`src/hw/rtl/mlps_pkg.sv`:
```
// Shared types and constants for the motor link phase sequencer.
package mlps_pkg;

  localparam int unsigned HistoryDepthDef = 8;

  localparam logic [15:0] TimeoutReset = 16'd50;
  localparam logic [31:0] LeastReset   = 32'hffff_ffff;

  // Phase codes of the ten-phase request/reply cycle.
  localparam logic [3:0] PhaseReq0  = 4'd0;
  localparam logic [3:0] PhaseRep1  = 4'd1;
  localparam logic [3:0] PhaseReq2  = 4'd2;
  localparam logic [3:0] PhaseRep3  = 4'd3;
  localparam logic [3:0] PhaseReq4  = 4'd4;
  localparam logic [3:0] PhaseRep5  = 4'd5;
  localparam logic [3:0] PhaseReq6  = 4'd6;
  localparam logic [3:0] PhaseRep7  = 4'd7;
  localparam logic [3:0] PhaseSet8  = 4'd8;
  localparam logic [3:0] PhaseLast  = 4'd9;

  typedef struct packed {
    logic [31:0] now_ms;
    logic        reply_arrived;
  } mlps_in_t;

  typedef struct packed {
    logic        reply_taken;
    logic [3:0]  reply_phase;
    logic        timed_out;
    logic        send_request;
    logic [3:0]  send_phase;
    logic [31:0] period_last;
    logic [31:0] period_least;
    logic [31:0] period_most;
    logic [31:0] period_mean;
  } mlps_out_t;

  // Classified pass handed from the front to the statistics back end.
  typedef struct packed {
    logic        reply_taken;
    logic [3:0]  reply_phase;
    logic        timed_out;
    logic        send_request;
    logic [3:0]  send_phase;
    logic        new_period;
    logic        record;
    logic [31:0] period;
  } mlps_cmd_t;

endpackage

```
`src/hw/rtl/motor_link_phase_sequencer_top.sv`:
```
// Top level of the motor link phase sequencer: front end, queue and back end.
//
// Each input word is one control-loop pass for a motor link: the current
// millisecond time and a flag for a received reply. The front end steps the
// ten-phase request/reply cycle (reply check, timeout, send) in the cycle the
// word is accepted and pushes a classified pass into a two-entry queue. The
// back end keeps the period statistics and returns exactly one output word
// per input word, in order.
// Throughput: a pass that records no new period goes through the queue and the
// output register, and such passes sustain one word per cycle while the receiver
// takes words and the divider is idle. A phase-0 pass with a nonzero period runs
// a serial restoring divider for the ring mean, one quotient bit per cycle over
// the 32 + log2(HISTORY_DEPTH) bit sum, and the back end takes no further pass
// until its word is loaded into the output register; the divider sets the rate.
// The configuration channel writes the 16-bit reply timeout; it is always
// ready; the user must write it only while the block is idle (not enforced).
// Reset clears the phase to 0, the timeout to 50 ms and all statistics; the
// history ring needs no clearing because a read entry counts only once the ring
// is full. When the receiver stalls, the output word holds, the queue fills
// and in_ready_o drops until the receiver takes words again.
module motor_link_phase_sequencer_top #(
  parameter int unsigned HISTORY_DEPTH = mlps_pkg::HistoryDepthDef
) (
  input  logic                clk_i,
  input  logic                rst_ni,
  input  logic                in_valid_i,
  output logic                in_ready_o,
  input  mlps_pkg::mlps_in_t  in_data_i,
  output logic                out_valid_o,
  input  logic                out_ready_i,
  output mlps_pkg::mlps_out_t out_data_o,
  input  logic                cfg_valid_i,
  output logic                cfg_ready_o,
  input  logic [15:0]         cfg_data_i
);
  import mlps_pkg::*;

  // Queue handshake between the two halves.
  logic      q_full, q_push, q_empty, q_pop;
  mlps_cmd_t q_wdata, q_rdata;

  // The front end owns the phase, the cycle start time and the timeout.
  mlps_front u_front (
    .clk_i       (clk_i),
    .rst_ni      (rst_ni),
    .in_valid_i  (in_valid_i),
    .in_ready_o  (in_ready_o),
    .in_data_i   (in_data_i),
    .cfg_valid_i (cfg_valid_i),
    .cfg_ready_o (cfg_ready_o),
    .cfg_data_i  (cfg_data_i),
    .q_full_i    (q_full),
    .q_push_o    (q_push),
    .q_data_o    (q_wdata)
  );

  // The queue lets the front keep accepting while the divider is busy.
  mlps_fifo u_fifo (
    .clk_i   (clk_i),
    .rst_ni  (rst_ni),
    .push_i  (q_push),
    .data_i  (q_wdata),
    .full_o  (q_full),
    .pop_i   (q_pop),
    .empty_o (q_empty),
    .data_o  (q_rdata)
  );

  // The back end owns the statistics and the output register.
  mlps_back #(
    .HistoryDepth (HISTORY_DEPTH)
  ) u_back (
    .clk_i       (clk_i),
    .rst_ni      (rst_ni),
    .q_empty_i   (q_empty),
    .q_data_i    (q_rdata),
    .q_pop_o     (q_pop),
    .out_valid_o (out_valid_o),
    .out_ready_i (out_ready_i),
    .out_data_o  (out_data_o)
  );

endmodule

```
`src/hw/rtl/mlps_front.sv`:
```
// Front end: phase state machine, timeout check and period measurement.
module mlps_front (
  input  logic              clk_i,
  input  logic              rst_ni,
  input  logic              in_valid_i,
  output logic              in_ready_o,
  input  mlps_pkg::mlps_in_t in_data_i,
  input  logic              cfg_valid_i,
  output logic              cfg_ready_o,
  input  logic [15:0]       cfg_data_i,
  input  logic              q_full_i,
  output logic              q_push_o,
  output mlps_pkg::mlps_cmd_t q_data_o
);
  import mlps_pkg::*;

  logic [3:0]  phase_q, phase_d, phase_mid;
  logic [31:0] start_q, start_d;
  logic [15:0] timeout_q;
  logic [31:0] elapsed;
  logic        odd_phase, send_phase_ok;
  mlps_cmd_t   cmd;

  assign in_ready_o  = !q_full_i;
  assign cfg_ready_o = 1'b1;
  assign q_push_o    = in_valid_i && in_ready_o;
  assign q_data_o    = cmd;

  assign elapsed = in_data_i.now_ms - start_q;

  always_comb begin
    odd_phase = (phase_q == PhaseRep1) || (phase_q == PhaseRep3) ||
                (phase_q == PhaseRep5) || (phase_q == PhaseRep7);
    cmd       = '0;
    phase_mid = phase_q;
    start_d   = start_q;
    // Reply check first.
    if (odd_phase) begin
      if (in_data_i.reply_arrived) begin
        cmd.reply_taken = 1'b1;
        cmd.reply_phase = phase_q;
        phase_mid       = phase_q + 4'd1;
      end else if (elapsed > {16'd0, timeout_q}) begin
        cmd.timed_out = 1'b1;
        phase_mid     = PhaseReq0;
      end
    end
    // Then the send step on whatever phase the check left.
    send_phase_ok = (phase_mid == PhaseReq0) || (phase_mid == PhaseReq2) ||
                    (phase_mid == PhaseReq4) || (phase_mid == PhaseReq6) ||
                    (phase_mid == PhaseSet8) || (phase_mid == PhaseLast);
    phase_d = phase_mid;
    cmd.period = elapsed;
    if (send_phase_ok) begin
      cmd.send_request = 1'b1;
      cmd.send_phase   = phase_mid;
      if (phase_mid == PhaseReq0) begin
        cmd.new_period = 1'b1;
        cmd.record     = (elapsed != 32'd0);
        start_d        = in_data_i.now_ms;
      end
      phase_d = (phase_mid == PhaseLast) ? PhaseReq0 : phase_mid + 4'd1;
    end
  end

  always_ff @(posedge clk_i or negedge rst_ni) begin
    if (!rst_ni) begin
      phase_q   <= PhaseReq0;
      start_q   <= '0;
      timeout_q <= TimeoutReset;
    end else begin
      if (q_push_o) begin
        phase_q <= phase_d;
        start_q <= start_d;
      end
      if (cfg_valid_i) begin
        timeout_q <= cfg_data_i;
      end
    end
  end

endmodule

```
`src/hw/rtl/mlps_fifo.sv`:
```
// Two-entry queue between the front end and the statistics back end.
module mlps_fifo (
  input  logic                clk_i,
  input  logic                rst_ni,
  input  logic                push_i,
  input  mlps_pkg::mlps_cmd_t data_i,
  output logic                full_o,
  input  logic                pop_i,
  output logic                empty_o,
  output mlps_pkg::mlps_cmd_t data_o
);
  import mlps_pkg::*;

  mlps_cmd_t  mem_q [2];
  logic       wr_ptr_q, rd_ptr_q;
  logic [1:0] count_q;

  assign full_o  = (count_q == 2'd2);
  assign empty_o = (count_q == 2'd0);
  assign data_o  = mem_q[rd_ptr_q];

  always_ff @(posedge clk_i) begin
    if (push_i) begin
      mem_q[wr_ptr_q] <= data_i;
    end
  end

  always_ff @(posedge clk_i or negedge rst_ni) begin
    if (!rst_ni) begin
      wr_ptr_q <= 1'b0;
      rd_ptr_q <= 1'b0;
      count_q  <= 2'd0;
    end else begin
      if (push_i) begin
        wr_ptr_q <= !wr_ptr_q;
      end
      if (pop_i) begin
        rd_ptr_q <= !rd_ptr_q;
      end
      unique case ({push_i, pop_i})
        2'b10:   count_q <= count_q + 2'd1;
        2'b01:   count_q <= count_q - 2'd1;
        default: count_q <= count_q;
      endcase
    end
  end

endmodule

```
`src/hw/rtl/mlps_back.sv`:
```
// Back end: period statistics, history ring, serial mean divider, output register.
module mlps_back #(
  parameter int unsigned HistoryDepth = mlps_pkg::HistoryDepthDef
) (
  input  logic                clk_i,
  input  logic                rst_ni,
  input  logic                q_empty_i,
  input  mlps_pkg::mlps_cmd_t q_data_i,
  output logic                q_pop_o,
  output logic                out_valid_o,
  input  logic                out_ready_i,
  output mlps_pkg::mlps_out_t out_data_o
);
  import mlps_pkg::*;

  localparam int unsigned SumW  = 32 + $clog2(HistoryDepth);
  localparam int unsigned FillW = $clog2(HistoryDepth + 1);
  localparam int unsigned SlotW = (HistoryDepth > 1) ? $clog2(HistoryDepth) : 1;
  localparam int unsigned CntW  = $clog2(SumW + 1);

  localparam logic [1:0] StIdle = 2'd0;
  localparam logic [1:0] StSum  = 2'd1;
  localparam logic [1:0] StDiv  = 2'd2;
  localparam logic [1:0] StDone = 2'd3;

  logic [1:0]       state_q, state_d;
  mlps_cmd_t        cmd_q;
  logic [31:0]      hist_mem [HistoryDepth];
  logic [31:0]      hist_rd_q;
  logic [SlotW-1:0] slot_q;
  logic [FillW-1:0] fill_q;
  logic [SumW-1:0]  sum_q, sum_d;
  logic [31:0]      recent_q, least_q, most_q, mean_q;
  logic [SumW-1:0]  quo_q;
  logic [FillW:0]   rem_q, rem_sh;
  logic [CntW-1:0]  cnt_q;
  logic             div_ge;
  logic             ring_full;
  logic             out_free;
  logic             out_load;
  logic             rd_en, wr_en;
  mlps_out_t        out_q;
  logic             out_valid_q;

  assign out_free    = !out_valid_q || out_ready_i;
  assign out_valid_o = out_valid_q;
  assign out_data_o  = out_q;
  assign ring_full   = (fill_q == FillW'(HistoryDepth));

  // A recording pass is popped only when the back end is idle; other passes
  // need a free output register as well.
  assign q_pop_o = (state_q == StIdle) && !q_empty_i &&
                   (q_data_i.record || out_free);
  assign rd_en   = q_pop_o && q_data_i.record;
  assign wr_en   = (state_q == StSum);

  // The output register takes a new word straight from the queue or from the
  // finished divider.
  assign out_load = (q_pop_o && !q_data_i.record) || ((state_q == StDone) && out_free);

  assign sum_d  = sum_q - (ring_full ? SumW'(hist_rd_q) : '0) + SumW'(cmd_q.period);
  assign rem_sh = {rem_q[FillW-1:0], quo_q[SumW-1]};
  assign div_ge = (rem_sh >= {1'b0, fill_q});

  always_comb begin
    state_d = state_q;
    unique case (state_q)
      StIdle:  if (rd_en) state_d = StSum;
      StSum:   state_d = StDiv;
      StDiv:   if (cnt_q == CntW'(SumW - 1)) state_d = StDone;
      StDone:  if (out_free) state_d = StIdle;
      default: state_d = StIdle;
    endcase
  end

  always_ff @(posedge clk_i) begin
    if (wr_en) begin
      hist_mem[slot_q] <= cmd_q.period;
    end
    if (rd_en) begin
      hist_rd_q <= hist_mem[slot_q];
    end
  end

  always_ff @(posedge clk_i) begin
    if (q_pop_o) begin
      cmd_q <= q_data_i;
    end
    if (state_q == StSum) begin
      quo_q <= sum_d;
      rem_q <= '0;
    end else if (state_q == StDiv) begin
      quo_q <= {quo_q[SumW-2:0], div_ge};
      rem_q <= div_ge ? (rem_sh - {1'b0, fill_q}) : rem_sh;
    end
  end

  always_ff @(posedge clk_i or negedge rst_ni) begin
    if (!rst_ni) begin
      state_q     <= StIdle;
      slot_q      <= '0;
      fill_q      <= '0;
      sum_q       <= '0;
      recent_q    <= '0;
      least_q     <= LeastReset;
      most_q      <= '0;
      mean_q      <= '0;
      cnt_q       <= '0;
      out_valid_q <= 1'b0;
      out_q       <= '0;
    end else begin
      state_q <= state_d;
      if (out_load) begin
        out_valid_q <= 1'b1;
      end else if (out_ready_i) begin
        out_valid_q <= 1'b0;
      end
      unique case (state_q)
        StIdle: begin
          if (q_pop_o) begin
            if (q_data_i.new_period) begin
              recent_q <= q_data_i.period;
            end
            if (!q_data_i.record) begin
              out_q.reply_taken  <= q_data_i.reply_taken;
              out_q.reply_phase  <= q_data_i.reply_phase;
              out_q.timed_out    <= q_data_i.timed_out;
              out_q.send_request <= q_data_i.send_request;
              out_q.send_phase   <= q_data_i.send_phase;
              out_q.period_last  <= q_data_i.new_period ? q_data_i.period : recent_q;
              out_q.period_least <= least_q;
              out_q.period_most  <= most_q;
              out_q.period_mean  <= mean_q;
            end
          end
        end
        StSum: begin
          sum_q <= sum_d;
          if (least_q > cmd_q.period) least_q <= cmd_q.period;
          if (most_q < cmd_q.period) most_q <= cmd_q.period;
          slot_q <= (slot_q == SlotW'(HistoryDepth - 1)) ? '0 : slot_q + SlotW'(1);
          if (!ring_full) fill_q <= fill_q + FillW'(1);
          cnt_q <= '0;
        end
        StDiv: begin
          cnt_q <= cnt_q + CntW'(1);
          if (cnt_q == CntW'(SumW - 1)) begin
            mean_q <= {quo_q[30:0], div_ge};
          end
        end
        StDone: begin
          if (out_free) begin
            out_q.reply_taken  <= cmd_q.reply_taken;
            out_q.reply_phase  <= cmd_q.reply_phase;
            out_q.timed_out    <= cmd_q.timed_out;
            out_q.send_request <= cmd_q.send_request;
            out_q.send_phase   <= cmd_q.send_phase;
            out_q.period_last  <= recent_q;
            out_q.period_least <= least_q;
            out_q.period_most  <= most_q;
            out_q.period_mean  <= mean_q;
          end
        end
        default: ;
      endcase
    end
  end

endmodule

```
`config.mk`:
```
export PLATFORM = sky130hd
export DESIGN_NAME = motor_link_phase_sequencer_top
export DESIGN_NICKNAME = d
export VERILOG_FILES = /design/src/hw/rtl/mlps_pkg.sv /design/src/hw/rtl/motor_link_phase_sequencer_top.sv /design/src/hw/rtl/mlps_front.sv /design/src/hw/rtl/mlps_fifo.sv /design/src/hw/rtl/mlps_back.sv
export SDC_FILE = /design/constraint.sdc
export NUM_CORES = 1
export LEC_CHECK = 0
export BUFFER_PORTS_ARGS = -buffer_cell sky130_fd_sc_hd__buf_4
export CELL_PAD_IN_SITES_DETAIL_PLACEMENT = 0
export CELL_PAD_IN_SITES_GLOBAL_PLACEMENT = 1
export CORE_ASPECT_RATIO = 1.1
export CORE_MARGIN = 8
export CORE_UTILIZATION = 50
export CTS_BUF_LIST = sky130_fd_sc_hd__clkbuf_4 sky130_fd_sc_hd__clkbuf_8 sky130_fd_sc_hd__clkbuf_16
export DETAILED_ROUTE_END_ITERATION = 6
export MAX_ROUTING_LAYER = met4
export PLACE_DENSITY = 0.78
export SLEW_MARGIN = 15
export SYNTH_ARGS = -nofsm -noshare
export SYNTH_HDL_FRONTEND = slang
export SYNTH_SLANG_ARGS = --single-unit
```
`constraint.sdc`:
```
create_clock -name clk_i -period 5.5 [get_ports clk_i]
set_input_delay 0 -clock clk_i [delete_from_list [all_inputs] [get_ports clk_i]]
set_output_delay 0 -clock clk_i [all_outputs]
set_load 0.005 [all_outputs]
```
==> qor.yml <==
cts_root_buf: "clkbuf_16"
tightest_slew_ns: 0.983
multi_input_area_um2: 14000
grt.total_usage_pct: 20.5
io_pins: 196
yosys.area.top_type: "edfxtp_1"
relSlewSlack_pct: 34.4
die_h_um: 307
crit_type: "flip-flop to flip-flop"
min_period_over_period_pct: 90.6
seq_power_share_pct: 35.8
avgSynthCellArea_um2: 13.2
outcome: "complete, no violations"
viasPerCell: 5.39
ys_top_cells_by_area: "edfxtp_1 35%, dfrtp_1 22%, mux2_2 6.2%"
drt_wl_total_um: 85900
fin_util_pct: 58.7
grt_max_degree: 135
syn_area_um2: 38600
drc: 0
fin_ws_ns: 0.519
drv_slew: 0
first_pass_iters: 5
p_sw_mw: 10.9
regToRegStartpoint: "u_back.fill_q[1]$_DFFE_PN0P_"
htree_levels: 3
period_needed_ns: 4.98
arrival_ns: 5.33
rsz0062_at_grt: "false"
holdCritPathClass: "input pin to async pin"
r2r_setup_slack_ns: 0.52
cts_made_buffers: 85
peakVddDrop_mv: 0.383
p_clk_share_pct: 20.2
max_cap_violations: 0
antenna_cells: 0
combPwrFrac_pct: 44.0
syn_inst: 2935
antenna_found_initial: 0
yosys_warnings: 0
max_freq_mhz: 201
antenna_left: 0
grt_pass1_wl_um: 137000
clk_latency_ns: 0.63
reg2reg_depth: 21
mostFrequentLayoutCells: "456 x edfxtp_1, 336 x dfrtp_1, 279 x inv_1, 242 x buf_4, 229 x o21ai_0"
async_flop_share_pct: 44.8
register_area_um2: 23200
areaGrowthSynthToFinish_pct: 17.1
die_width_um: 281
clockBufferDepth: 3
cts.sinks: 834
drive_above_1_share_pct: 23.9
power_density_nw_per_um2: 650
fin_setup_tns_ns: 0
setup_viol: 0
switching_share_pct: 37.3
core_um2: 77000
start_util_pct: 50.1
vias: 23400
synth_flop_cell: "edfxtp_1"
final_common_cell: "edfxtp_1"
crit_path_start_kind: "flip-flop"
yosysUniqueCellTypes: 89
crit_path_max_fanout: 32
pre_cts_slack_ns: 0.353
fillers: 6101
crit_required_ns: 5.85
grt-ovfl-total: 0
postPlaceCellArea_um2: 41500
finalClockSkew_ns: 0.0198
p_int_mw: 18.4
ys_seq_area_share_pct: 60.0
grt_pass1_vias: 24700
ys_ff_latch: 834
cts_tree: "yes"
num_rows: 107
die-area_um2: 86400
hold_viol: 0
yosys.area.top_type_share_pct: 35.5
drtIter0Drc: 1282
path_clk_slew_ns: 0.06
nets: 3487
wire_per_inst_um: 19.8
r2r-end: "u_back.quo_q[30]$_DFFE_PP_"
place.gp.congestion: 0.896
p_leak_nw: 19.1
cp-end-kind: "flip-flop"
finalInstanceArea_um2: 45200
port_buffers: 194
synth_edf_count: 456
dpl.hpwl_um: 60600
[registers in the layout, summed over array words and instances, names as in the netlist, 35 cells and up]
signal             count
u_back.cmd_q          43
u_back.hist_mem      256
u_back.out_data_o    139
u_back.quo_q          35
u_back.sum_q          35
u_fifo.mem_q          90
[layout make-up]
type / instances / area share (%)
tap: 1035 / 2.86
sequential: 834 / 51.3
clock buffer: 115 / 5.51
timing repair buffer: 331 / 6.11
inverter: 279 / 2.32
multi-input combinational: 1706 / 31.0
clock inverter: 42 / 0.941
[worst max-delay path by stage]
stage	start	endpoint	slack, ns	cells after the start
6_report	u_back.fill_q[1]$_DFFE_PN0P_	u_back.quo_q[30]$_DFFE_PP_	0.52	21
3_3_place_gp	u_back.fill_q[1]$_DFFE_PN0P_	u_back.quo_q[27]$_DFFE_PP_	0.42	20
4_1_cts	u_back.fill_q[1]$_DFFE_PN0P_	u_back.quo_q[33]$_DFFE_PP_	0.33	20
2_1_floorplan	u_back.fill_q[1]$_DFFE_PN0P_	u_back.quo_q[22]$_DFFE_PP_	1.34	20
5_1_grt	u_back.fill_q[1]$_DFFE_PN0P_	u_back.quo_q[27]$_DFFE_PP_	0.19	20
3_5_place_dp	u_back.fill_q[1]$_DFFE_PN0P_	u_back.quo_q[33]$_DFFE_PP_	0.35	20
[kinds of logic after synthesis]
logic type      count (synthesis)  synth area share [%]
compound gates                554                  8.82
xor+xnor                       56                  1.27
mux                           349                  12.2
simple gates                  548                  6.69
flops                         834                  60.0
buf+inv                       396                  3.93
fa+ha+maj                     196                  7.01
other cells                     2                0.0195
[critical path, stage by stage (launching register included)]
cell,delay [ns]
dfrtp_1,0.45
inv_1,0.10
ha_1,0.18
nand2_1,0.09
nor2_1,0.05
buf_4,0.23
and2_1,0.20
fa_1,0.48
inv_1,0.05
ha_1,0.37
o21ai_0,0.19
a21oi_1,0.10
o41ai_2,0.31
a21o_1,0.20
a21boi_0,0.09
buf_4,0.18
o21ai_0,0.44
nand2_1,0.22
a21bo_2,0.28
a31oi_1,0.19
xor2_1,0.21
mux2i_1,0.10
[per-layer routing]
metal | global-route usage (%) | part of all wire, %
met2 | 34.4 | 49
met4 | 5.88 | 2.5
met3 | 2.23 | 3.4
met1 | 26.6 | 45
met5 | - | 0
[through the flow]
step                instances  hold slack [ns]  power (mW)
detailed placement       4102            0.122        23.5
global placement         4102            0.101        23.1
floorplan                2936           -0.296        19.4
CTS                      4342           0.0448        29.6
finish                   4342           0.0190        29.4
global route             4342           0.0864        31.5
[cells in the mapped netlist (6+ instances only)]
master / instances
fa_1: 34
o31ai_1: 12
nor2b_1: 32
mux4_2: 64
nor2_1: 115
nand2b_1: 23
mux2_2: 213
nand4_1: 29
dfrtp_1: 339
xnor2_1: 36
mux2i_1: 40
edfxtp_1: 456
dfstp_2: 35
o21ai_0: 229
nand2_1: 221
buf_1: 17
o21ai_1: 11
and3_1: 10
a31oi_1: 7
a211oi_1: 14
a21oi_1: 118
mux2_4: 30
a21o_1: 50
o21bai_1: 11
xor2_1: 20
o21a_1: 24
nand3_1: 23
o211ai_1: 15
ha_1: 162
clkbuf_1: 91
and2_1: 38
or3_1: 6
inv_1: 279
nor3_1: 19
[power by group through the flow]
stage | logic, mW | clock network, mW | registers [mW]
CTS | 13.0 | 6.07 | 10.5
global route | 14.5 | 6.29 | 10.7
floorplan | 9.31 | 0 | 10.1
detailed placement | 12.9 | 0 | 10.6
global placement | 12.6 | 0 | 10.5
finish | 12.9 | 5.93 | 10.5
[repair_timing]
| action | 4_1_cts | 5_1_grt |
|---|---|---|
| setup buffers | 0 | 0 |
| hold endpoints to repair | 180 | 0 |
| setup endpoints to repair | 0 | 3 |
| gates resized for setup | 0 | 2 |
| hold buffers | 83 | 0 |
(Power assumes the default switching activity.)
